$ cat src/rtl/core/assert_macros.svh
// Assertion macros shared by the grid distance unit RTL.
// Depends on a clk and an active-low rst_n in the including scope.
`ifndef ASSERT_MACROS_SVH
`define ASSERT_MACROS_SVH

`define ASSERT_ALWAYS(label, cond, msg) \
    label: assert property (@(posedge clk) disable iff (!rst_n) (cond)) \
        else $error(msg);

`define ASSERT_IMPLIES(label, ante, cons, msg) \
    label: assert property (@(posedge clk) disable iff (!rst_n) (ante) |-> (cons)) \
        else $error(msg);

`endif

$ cat src/rtl/core/gdu_pkg.sv
// Types, widths and codes of the grid distance unit.
// Used by every module under rtl/core; depends on nothing.
`default_nettype none

package gdu_pkg;

    localparam int COORD_BITS  = 16;
    localparam int COST_BITS   = 8;
    localparam int DIST_BITS   = 25;
    localparam int CMD_BITS    = 2;
    localparam int CFG_IDX_BITS = 2;

    localparam int ROOT_BITS = COORD_BITS + 1;
    localparam int SQ_BITS   = 2 * COORD_BITS + 1;
    localparam int RAD_BITS  = 2 * ROOT_BITS;
    localparam int REM_BITS  = ROOT_BITS + 2;
    localparam int OCT_BITS  = COST_BITS + COORD_BITS + 1;
    localparam int RES_A     = (OCT_BITS > ROOT_BITS) ? OCT_BITS : ROOT_BITS;
    localparam int RES_BITS  = (RES_A > DIST_BITS) ? RES_A : DIST_BITS;

    localparam int LATENCY   = ROOT_BITS + 5;

    localparam int QUEUE_DEPTH = 2;
    localparam int QPTR_BITS   = $clog2(QUEUE_DEPTH);
    localparam int QCNT_BITS   = $clog2(QUEUE_DEPTH + 1);

    localparam logic [CMD_BITS-1:0] CMD_EUCLID = 2'd0;
    localparam logic [CMD_BITS-1:0] CMD_CHEB   = 2'd1;
    localparam logic [CMD_BITS-1:0] CMD_OCTILE = 2'd2;

    localparam logic [CFG_IDX_BITS-1:0] REG_STRAIGHT = 2'd0;
    localparam logic [CFG_IDX_BITS-1:0] REG_DIAGONAL = 2'd1;

    localparam logic [COST_BITS-1:0] STRAIGHT_RESET = 8'd10;
    localparam logic [COST_BITS-1:0] DIAGONAL_RESET = 8'd14;

    localparam logic [DIST_BITS-1:0] DIST_MAX = '1;

    typedef struct packed {
        logic [CMD_BITS-1:0]   cmd;
        logic [COORD_BITS-1:0] dx;
        logic [COORD_BITS-1:0] dy;
    } item_t;

    function automatic logic [DIST_BITS-1:0] sat_dist(input logic [RES_BITS-1:0] v);
        logic [DIST_BITS-1:0] r;
        if (v > RES_BITS'(DIST_MAX))
            r = DIST_MAX;
        else
            r = v[DIST_BITS-1:0];
        return r;
    endfunction

endpackage

`default_nettype wire

$ cat src/rtl/core/grid_distance_unit_top.sv
// Top level of the grid distance unit: configuration registers and wiring
// of front end, queue and back end. Depends on gdu_pkg and assert_macros.svh.
//
// Use:
//  - Command channel: drive cmd, ax, ay, bx, by with start high; the item is
//    taken at a rising edge where start is high and busy is low. cmd selects
//    floor Euclidean distance, Chebyshev distance or octile cost; cmd 3
//    yields zero.
//  - Result channel: done is high for one cycle with distance valid. The
//    receiver cannot stall; results leave in command order.
//  - Configuration: cfg_valid/cfg_ready transfer with cfg_index and cfg_data;
//    index 0 is straight_cost, index 1 diagonal_cost, others are dropped.
//    cfg_ready is always high. Write only while no command is in flight.
//  - Throughput: one command per cycle, every cycle; busy stays low since
//    the back end never stalls and drains the queue each cycle.
//  - Result path: an accepted item passes the queue slot, stages A and B,
//    the root entry stage and the square root pipeline that resolves one
//    root bit per stage, then the done/distance output register.
//  - Reset: rst_n clears all control state and loads the costs 10 and 14;
//    no clearing pass, the block takes commands right after reset.
`default_nettype none

`include "assert_macros.svh"

module grid_distance_unit_top (
    input  wire logic                              clk,
    input  wire logic                              rst_n,
    input  wire logic                              start,
    output logic                                   busy,
    input  wire logic [gdu_pkg::CMD_BITS-1:0]      cmd,
    input  wire logic [gdu_pkg::COORD_BITS-1:0]    ax,
    input  wire logic [gdu_pkg::COORD_BITS-1:0]    ay,
    input  wire logic [gdu_pkg::COORD_BITS-1:0]    bx,
    input  wire logic [gdu_pkg::COORD_BITS-1:0]    by,
    input  wire logic                              cfg_valid,
    output logic                                   cfg_ready,
    input  wire logic [gdu_pkg::CFG_IDX_BITS-1:0]  cfg_index,
    input  wire logic [gdu_pkg::COST_BITS-1:0]     cfg_data,
    output logic                                   done,
    output logic [gdu_pkg::DIST_BITS-1:0]          distance
);
    import gdu_pkg::*;

    logic [COST_BITS-1:0] straight_reg;
    logic [COST_BITS-1:0] straight_next;
    logic [COST_BITS-1:0] diagonal_reg;
    logic [COST_BITS-1:0] diagonal_next;

    logic  push;
    logic  full;
    logic  empty;
    item_t front_item;
    item_t queue_item;

    assign cfg_ready = 1'b1;
    assign busy      = full;

    always_comb
    begin
        straight_next = straight_reg;
        diagonal_next = diagonal_reg;
        if (cfg_valid && cfg_ready)
        begin
            unique case (cfg_index)
                REG_STRAIGHT: straight_next = cfg_data;
                REG_DIAGONAL: diagonal_next = cfg_data;
                default:      ;
            endcase
        end
    end

    always_ff @(posedge clk or negedge rst_n)
    begin
        if (!rst_n)
        begin
            straight_reg <= STRAIGHT_RESET;
            diagonal_reg <= DIAGONAL_RESET;
        end
        else
        begin
            straight_reg <= straight_next;
            diagonal_reg <= diagonal_next;
        end
    end

    gdu_front u_front (
        .start (start),
        .full  (full),
        .cmd   (cmd),
        .ax    (ax),
        .ay    (ay),
        .bx    (bx),
        .by    (by),
        .push  (push),
        .item  (front_item)
    );

    gdu_queue u_queue (
        .clk      (clk),
        .rst_n    (rst_n),
        .push     (push),
        .item_in  (front_item),
        .pop      (!empty),
        .item_out (queue_item),
        .empty    (empty),
        .full     (full)
    );

    gdu_back u_back (
        .clk           (clk),
        .rst_n         (rst_n),
        .in_valid      (!empty),
        .item          (queue_item),
        .straight_cost (straight_reg),
        .diagonal_cost (diagonal_reg),
        .done          (done),
        .distance      (distance)
    );

    `ASSERT_IMPLIES(a_fixed_latency, start && !busy, ##LATENCY done, "result missing at fixed latency")

endmodule

`default_nettype wire

$ cat src/rtl/core/gdu_front.sv
// Front end: takes a command and two points, forms |dx| and |dy|.
// Depends on gdu_pkg; feeds gdu_queue.
`default_nettype none

module gdu_front (
    input  wire logic                           start,
    input  wire logic                           full,
    input  wire logic [gdu_pkg::CMD_BITS-1:0]   cmd,
    input  wire logic [gdu_pkg::COORD_BITS-1:0] ax,
    input  wire logic [gdu_pkg::COORD_BITS-1:0] ay,
    input  wire logic [gdu_pkg::COORD_BITS-1:0] bx,
    input  wire logic [gdu_pkg::COORD_BITS-1:0] by,
    output logic                                push,
    output gdu_pkg::item_t                      item
);
    import gdu_pkg::*;

    logic signed [COORD_BITS:0] diff_x;
    logic signed [COORD_BITS:0] diff_y;

    assign diff_x = $signed({ax[COORD_BITS-1], ax}) - $signed({bx[COORD_BITS-1], bx});
    assign diff_y = $signed({ay[COORD_BITS-1], ay}) - $signed({by[COORD_BITS-1], by});

    always_comb
    begin
        push     = start && !full;
        item.cmd = cmd;
        item.dx  = diff_x[COORD_BITS] ? COORD_BITS'(-diff_x) : diff_x[COORD_BITS-1:0];
        item.dy  = diff_y[COORD_BITS] ? COORD_BITS'(-diff_y) : diff_y[COORD_BITS-1:0];
    end

endmodule

`default_nettype wire

$ cat src/rtl/core/gdu_queue.sv
// Short queue of classified items between front end and back end.
// Depends on gdu_pkg and assert_macros.svh.
`default_nettype none

`include "assert_macros.svh"

module gdu_queue (
    input  wire logic           clk,
    input  wire logic           rst_n,
    input  wire logic           push,
    input  wire gdu_pkg::item_t item_in,
    input  wire logic           pop,
    output gdu_pkg::item_t      item_out,
    output logic                empty,
    output logic                full
);
    import gdu_pkg::*;

    item_t                slot_reg [QUEUE_DEPTH];
    logic [QPTR_BITS-1:0] wr_ptr_reg;
    logic [QPTR_BITS-1:0] wr_ptr_next;
    logic [QPTR_BITS-1:0] rd_ptr_reg;
    logic [QPTR_BITS-1:0] rd_ptr_next;
    logic [QCNT_BITS-1:0] count_reg;
    logic [QCNT_BITS-1:0] count_next;
    logic                 do_push;
    logic                 do_pop;

    assign empty    = (count_reg == '0);
    assign full     = (count_reg == QCNT_BITS'(QUEUE_DEPTH));
    assign do_push  = push && !full;
    assign do_pop   = pop && !empty;
    assign item_out = slot_reg[rd_ptr_reg];

    always_comb
    begin
        wr_ptr_next = wr_ptr_reg;
        rd_ptr_next = rd_ptr_reg;
        count_next  = count_reg;
        if (do_push)
        begin
            wr_ptr_next = (wr_ptr_reg == QPTR_BITS'(QUEUE_DEPTH - 1)) ? '0 : wr_ptr_reg + 1'b1;
        end
        if (do_pop)
        begin
            rd_ptr_next = (rd_ptr_reg == QPTR_BITS'(QUEUE_DEPTH - 1)) ? '0 : rd_ptr_reg + 1'b1;
        end
        unique case ({do_push, do_pop})
            2'b10:   count_next = count_reg + 1'b1;
            2'b01:   count_next = count_reg - 1'b1;
            default: count_next = count_reg;
        endcase
    end

    always_ff @(posedge clk or negedge rst_n)
    begin
        if (!rst_n)
        begin
            wr_ptr_reg <= '0;
            rd_ptr_reg <= '0;
            count_reg  <= '0;
        end
        else
        begin
            wr_ptr_reg <= wr_ptr_next;
            rd_ptr_reg <= rd_ptr_next;
            count_reg  <= count_next;
        end
    end

    always_ff @(posedge clk)
    begin
        if (do_push)
        begin
            slot_reg[wr_ptr_reg] <= item_in;
        end
    end

    `ASSERT_ALWAYS(a_count_bound, count_reg <= QCNT_BITS'(QUEUE_DEPTH), "queue count overflow")
    `ASSERT_IMPLIES(a_no_lost_push, push, !full, "push into a full queue")

endmodule

`default_nettype wire

$ cat src/rtl/core/gdu_back.sv
// Back end: squares, octile products, pipelined integer square root,
// result select and saturation. Depends on gdu_pkg.
`default_nettype none

module gdu_back (
    input  wire logic                          clk,
    input  wire logic                          rst_n,
    input  wire logic                          in_valid,
    input  wire gdu_pkg::item_t                item,
    input  wire logic [gdu_pkg::COST_BITS-1:0] straight_cost,
    input  wire logic [gdu_pkg::COST_BITS-1:0] diagonal_cost,
    output logic                               done,
    output logic [gdu_pkg::DIST_BITS-1:0]      distance
);
    import gdu_pkg::*;

    // stage A: squares and ordering
    logic                  vld_a_reg;
    logic [CMD_BITS-1:0]   cmd_a_reg;
    logic [2*COORD_BITS-1:0] sqx_a_reg;
    logic [2*COORD_BITS-1:0] sqy_a_reg;
    logic [COORD_BITS-1:0] hi_a_reg;
    logic [COORD_BITS-1:0] lo_a_reg;
    logic [COORD_BITS-1:0] span_a_reg;
    logic [COORD_BITS-1:0] hi_a_next;
    logic [COORD_BITS-1:0] lo_a_next;

    // stage B: sum of squares and cost products
    logic                  vld_b_reg;
    logic [CMD_BITS-1:0]   cmd_b_reg;
    logic [SQ_BITS-1:0]    sum_b_reg;
    logic [COORD_BITS-1:0] hi_b_reg;
    logic [COST_BITS+COORD_BITS-1:0] octs_b_reg;
    logic [COST_BITS+COORD_BITS-1:0] octd_b_reg;

    // root stages, element 0 is the entry stage
    logic                s_vld_reg  [ROOT_BITS+1];
    logic [CMD_BITS-1:0] s_cmd_reg  [ROOT_BITS+1];
    logic [RAD_BITS-1:0] s_rad_reg  [ROOT_BITS+1];
    logic [REM_BITS-1:0] s_rem_reg  [ROOT_BITS+1];
    logic [ROOT_BITS-1:0] s_root_reg [ROOT_BITS+1];
    logic [RES_BITS-1:0] s_alt_reg  [ROOT_BITS+1];
    logic [RES_BITS-1:0] alt_next;

    logic                 done_reg;
    logic [DIST_BITS-1:0] distance_reg;
    logic [DIST_BITS-1:0] distance_next;

    always_comb
    begin
        if (item.dx > item.dy)
        begin
            hi_a_next = item.dx;
            lo_a_next = item.dy;
        end
        else
        begin
            hi_a_next = item.dy;
            lo_a_next = item.dx;
        end
    end

    always_ff @(posedge clk)
    begin
        cmd_a_reg  <= item.cmd;
        sqx_a_reg  <= item.dx * item.dx;
        sqy_a_reg  <= item.dy * item.dy;
        hi_a_reg   <= hi_a_next;
        lo_a_reg   <= lo_a_next;
        span_a_reg <= hi_a_next - lo_a_next;

        cmd_b_reg  <= cmd_a_reg;
        sum_b_reg  <= SQ_BITS'(sqx_a_reg) + SQ_BITS'(sqy_a_reg);
        hi_b_reg   <= hi_a_reg;
        octs_b_reg <= straight_cost * span_a_reg;
        octd_b_reg <= diagonal_cost * lo_a_reg;
    end

    always_comb
    begin
        unique case (cmd_b_reg)
            CMD_CHEB:   alt_next = RES_BITS'(hi_b_reg);
            CMD_OCTILE: alt_next = RES_BITS'(OCT_BITS'(octs_b_reg) + OCT_BITS'(octd_b_reg));
            default:    alt_next = '0;
        endcase
    end

    always_ff @(posedge clk)
    begin
        s_cmd_reg[0]  <= cmd_b_reg;
        s_rad_reg[0]  <= RAD_BITS'(sum_b_reg);
        s_rem_reg[0]  <= '0;
        s_root_reg[0] <= '0;
        s_alt_reg[0]  <= alt_next;
    end

    always_ff @(posedge clk or negedge rst_n)
    begin
        if (!rst_n)
        begin
            vld_a_reg    <= 1'b0;
            vld_b_reg    <= 1'b0;
            s_vld_reg[0] <= 1'b0;
        end
        else
        begin
            vld_a_reg    <= in_valid;
            vld_b_reg    <= vld_a_reg;
            s_vld_reg[0] <= vld_b_reg;
        end
    end

    // one root bit per stage, two radicand bits consumed per stage
    for (genvar k = 0; k < ROOT_BITS; k++)
    begin : g_root
        logic [REM_BITS-1:0]  rem_sh;
        logic [REM_BITS-1:0]  trial;
        logic [REM_BITS-1:0]  rem_next;
        logic [ROOT_BITS-1:0] root_next;

        always_comb
        begin
            rem_sh = {s_rem_reg[k][REM_BITS-3:0], s_rad_reg[k][RAD_BITS-1-2*k -: 2]};
            trial  = {s_root_reg[k], 2'b01};
            if (rem_sh >= trial)
            begin
                rem_next  = rem_sh - trial;
                root_next = {s_root_reg[k][ROOT_BITS-2:0], 1'b1};
            end
            else
            begin
                rem_next  = rem_sh;
                root_next = {s_root_reg[k][ROOT_BITS-2:0], 1'b0};
            end
        end

        always_ff @(posedge clk)
        begin
            s_cmd_reg[k+1]  <= s_cmd_reg[k];
            s_rad_reg[k+1]  <= s_rad_reg[k];
            s_rem_reg[k+1]  <= rem_next;
            s_root_reg[k+1] <= root_next;
            s_alt_reg[k+1]  <= s_alt_reg[k];
        end

        always_ff @(posedge clk or negedge rst_n)
        begin
            if (!rst_n)
                s_vld_reg[k+1] <= 1'b0;
            else
                s_vld_reg[k+1] <= s_vld_reg[k];
        end
    end

    always_comb
    begin
        if (s_cmd_reg[ROOT_BITS] == CMD_EUCLID)
            distance_next = sat_dist(RES_BITS'(s_root_reg[ROOT_BITS]));
        else
            distance_next = sat_dist(s_alt_reg[ROOT_BITS]);
    end

    always_ff @(posedge clk or negedge rst_n)
    begin
        if (!rst_n)
            done_reg <= 1'b0;
        else
            done_reg <= s_vld_reg[ROOT_BITS];
    end

    always_ff @(posedge clk)
    begin
        distance_reg <= distance_next;
    end

    assign done     = done_reg;
    assign distance = distance_reg;

endmodule

`default_nettype wire
$ cat config.mk
export PLATFORM = sky130hd
export DESIGN_NAME = grid_distance_unit_top
export DESIGN_NICKNAME = d
export VERILOG_FILES = /design/src/rtl/core/gdu_pkg.sv /design/src/rtl/core/grid_distance_unit_top.sv /design/src/rtl/core/gdu_front.sv /design/src/rtl/core/gdu_queue.sv /design/src/rtl/core/gdu_back.sv
export VERILOG_INCLUDE_DIRS = /design/src /design/src/rtl/core
export SDC_FILE = /design/constraint.sdc
export NUM_CORES = 2
export LEC_CHECK = 0
export BUFFER_PORTS_ARGS = -buffer_cell sky130_fd_sc_hd__clkbuf_2
export CAP_MARGIN = 25
export CORE_ASPECT_RATIO = 1.25
export CORE_MARGIN = 10
export CORE_UTILIZATION = 42
export CTS_CLUSTER_SIZE = 24
export DETAILED_ROUTE_END_ITERATION = 10
export GPL_TIMING_DRIVEN = 0
export HOLD_SLACK_MARGIN = 0.02
export SLEW_MARGIN = 15
export SYNTH_ARGS = -nofsm -noshare
export SYNTH_HDL_FRONTEND = slang
export SYNTH_HIERARCHICAL = 1
export SYNTH_SLANG_ARGS = --single-unit
export TNS_END_PERCENT = 1
$ cat constraint.sdc
create_clock -name clk -period 10.9 [get_ports clk]
set_clock_uncertainty 0.15 [all_clocks]
set_input_delay 1.635 -clock clk [delete_from_list [all_inputs] [get_ports clk]]
set_output_delay 1.635 -clock clk [all_outputs]
set_load 0.03 [all_outputs]
==> results by group <==
Timing
  • Final setup fails: 0
  • Worst Tran Pin Value: 0.982 ns
  • Worst hold slack: 0.151 ns
  • Final setup TNS: 0 ns
  • Unrepaired setup endpoints after global routing: false
  • Period utilisation layout: 81.9%
  • PnR worst setup slack: 1.97 ns
  • Fmax: 0.112 GHz
  • Period minus WS final: 8.93 ns
  • Slew Viols, Final: 0
  • Rel. slew slack: 34.5%
  • Final hold violation count: 0

Placed design
  • Final HPWL DP: 110 mm
  • Final GP Congestion: 0.902
  • Placed insts: 8962
  • Pre-CTS WS: 2.09 ns
  • Port bufs: 104

Detailed routing
  • Post-DRT Antenna Nets: 0
  • Vias per cell: 4.82
  • Final wirelength: 139 mm
  • Vias: 44500
  • Post-route DRC: 0
  • First-pass iteration count of the detailed router: 5
  • Initial DRC count: 1839
  • Wire per inst: 15.1 um

Clock tree
  • Number of CTS-inserted buffers: 146
  • Worst skew pair latency: 0.76 ns
  • Worst-path clk slew: 0.06 ns
  • TritonCTS clock tree: yes
  • Root Driver: clkbuf_16
  • Number of gates resized after CTS: 0
  • H-Tree Depth: 4
  • CTS max path bufs: 3
  • Post-CTS Hold Fix Bufs: 0
  • Clk sink count: 1539
  • Postcts setup bufs: 0

Setup path
  • CP endpoint kind: flop
  • Critical path data required time: 11.41 ns
  • Slowest stage delay, CP: 0.83 ns
  • WS Path Type: reg2reg
  • CP max-delay cell: a2111oi_0
  • Depth of the worst register-to-register path: 29
  • Critical path arrival: 9.44 ns
  • Cell depth of the worst setup path: 29
  • Crit-path max FO: 10
  • Startpoint Class: flop
  • WP buf/inv: 11
  • Top cell by count, worst path: inv_1
  • Cell family with the largest share of critical-path delay: adder cells

Logic synthesis
  • Syn_area_per_cell: 10.6 um^2
  • Net Count, Synth: 7791
  • Ys flop type: dfxtp_1
  • Number of flops mapped to enable cells by yosys: 68
  • Mapped cell area: 70700 um^2
  • Yosys warns: 6
  • Synthesized flop and latch total: 1539
  • Seq/Total Area, Yosys: 44.8%
  • Mapped Cells: 6644
  • Number of distinct library cells after synthesis: 96
  • Ys async rst share: 2.66%

GRT
  • Pin count of the biggest net entering global routing: 42
  • Congestion Overflow GR: 0
  • Grt peak-use layer: met2
  • Global-route met2 utilization: 27.8%
  • First-pass GRT wire length: 226 mm
  • Met1 Usage GRT: 16.0%
  • Total Routing Usage GR: 14.8%
  • Vias in the first global route: 46000
  • Initial antenna violation count: 5
  • Met3 usage: 2.53%

Status
  • Outcome: finished, final reports clean

Floorplanning
  • Rows: 168
  • Initial core utilization: 42.2%
  • Chip Width: 387 um
  • Core area: 168000 um^2
  • Chip height: 479 um
  • Die outline area: 185000 um^2
  • Ports: 108

Finish
  • Largest register FFs: 450
  • Final nets: 8048
  • Area delta synth->final: 11.9%
  • Share of cells above drive strength 1: 7.41%
  • Post-Layout Cell Count: 9229

Worst hold path
  • Hold path depth: 0
  • HP Class: reg2reg

Flow run
  • Max-cap violation count: 0
[per-stage QoR]
stage / cell area (um^2) / utilization, %
after floorplan: 70700 / -
after global placement: 74000 / 44.2
after detailed placement: 74100 / 44.2
after CTS: 79100 / 47.2
after global routing: 79100 / 47.2
final: 79100 / 47.2
[layout make-up]
cell class | count | area [um^2]
Tap cell | 2210 | 2770
Sequential cell | 1539 | 31700
Clock inverter | 63 | 883
Inverter | 968 | 3630
Antenna cell | 1 | 2.50
Timing Repair Buffer | 109 | 596
Buffer | 126 | 576
Fill cell | 15300 | 88400
Clock buffer | 202 | 4150
Multi-Input combinational cell | 4011 | 34800
[final timing paths]
check	endpoint	start	slack (ns)
max in group asynchronous	straight_reg[3]$_DFFE_PN1P_	rst_n	9.48
hold / removal	u_back/s_rad_reg[5][17]$_DFF_P_	u_back/s_rad_reg[4][17]$_DFF_P_	0.15
hold reg to reg	u_back/s_rad_reg[5][17]$_DFF_P_	u_back/s_rad_reg[4][17]$_DFF_P_	0.15
setup reg to reg	u_back/sqy_a_reg[30]$_DFF_P_	u_queue/rd_ptr_reg$_DFFE_PN0P_	1.97
min in group asynchronous	diagonal_reg[5]$_DFFE_PN0P_	rst_n	0.59
setup / recovery	u_back/sqy_a_reg[30]$_DFF_P_	u_queue/rd_ptr_reg$_DFFE_PN0P_	1.97
[cell usage in the layout, fill, tap and decap left out, types with 63 or more instances in the layout]
cell,instances
a21oi_1,255
clkbuf_16,147
inv_1,957
ha_1,571
nor2_1,356
xnor2_1,248
edfxtp_1,68
clkbuf_2,104
o21a_1,63
mux2_2,66
fa_1,496
o21ai_0,213
clkbuf_1,136
nor3_1,114
xor2_1,137
nand3_1,75
nand2_1,534
and2_1,166
a21o_1,96
dfxtp_1,1430
[cells by family after synthesis]
kind of cell / Yosys count / share of synthesized area (%)
AO/OA/AOI/OAI: 884 / 7.94
XOR/XNOR: 385 / 4.77
adder cells (fa/ha/maj): 1067 / 24.1
buffers and inverters: 1094 / 5.95
flip-flops: 1539 / 44.8
multiplexers: 103 / 1.78
other: 2 / 0.0106
AND/OR/NAND/NOR: 1570 / 10.6
[synthesized netlist by cell type, types with 6 or more instances]
master / number / area (um^2)
a2111oi_0: 8 / 70.1
a211o_1: 7 / 61.3
a211oi_1: 28 / 210
a21boi_0: 24 / 180
a21o_1: 96 / 721
a21oi_1: 255 / 1280
a31o_2: 11 / 96.3
a31oi_1: 24 / 150
a41oi_1: 9 / 78.8
and2_1: 166 / 1040
and3_1: 33 / 206
clkbuf_1: 108 / 405
clkinv_1: 11 / 41.3
dfrtp_1: 36 / 901
dfxtp_1: 1430 / 28600
edfxtp_1: 68 / 2040
fa_1: 496 / 9930
ha_1: 571 / 7140
inv_1: 957 / 3590
mux2_2: 66 / 743
mux2_4: 29 / 435
mux2i_1: 6 / 60.1
nand2_1: 534 / 2000
nand2b_1: 52 / 325
nand3_1: 75 / 375
nand3b_1: 10 / 75.1
nand4_1: 43 / 269
nor2_1: 357 / 1340
nor2b_1: 55 / 344
nor3_1: 114 / 571
nor3b_1: 8 / 60.1
nor4_1: 28 / 175
o2111ai_1: 7 / 61.3
o211ai_1: 16 / 120
o21a_1: 63 / 473
o21ai_0: 213 / 1070
o21ai_1: 6 / 30.0
o21bai_1: 23 / 173
o31a_1: 7 / 61.3
o31ai_1: 21 / 158
or2_2: 31 / 194
or3_1: 30 / 188
or4_1: 11 / 82.6
xnor2_1: 248 / 2170
xor2_1: 137 / 1200
[routing by layer]
metal	up-vias	routed length [um]	share of wire (%)
li1	22000	-	-
met1	21200	55200	40
met2	891	72000	52
met3	319	5900	4.2
met4	0	6390	4.6
met5	-	0	0
Power is not shown: default switching activity piles up to over one toggle a cycle in this logic, so the estimate is an artifact.
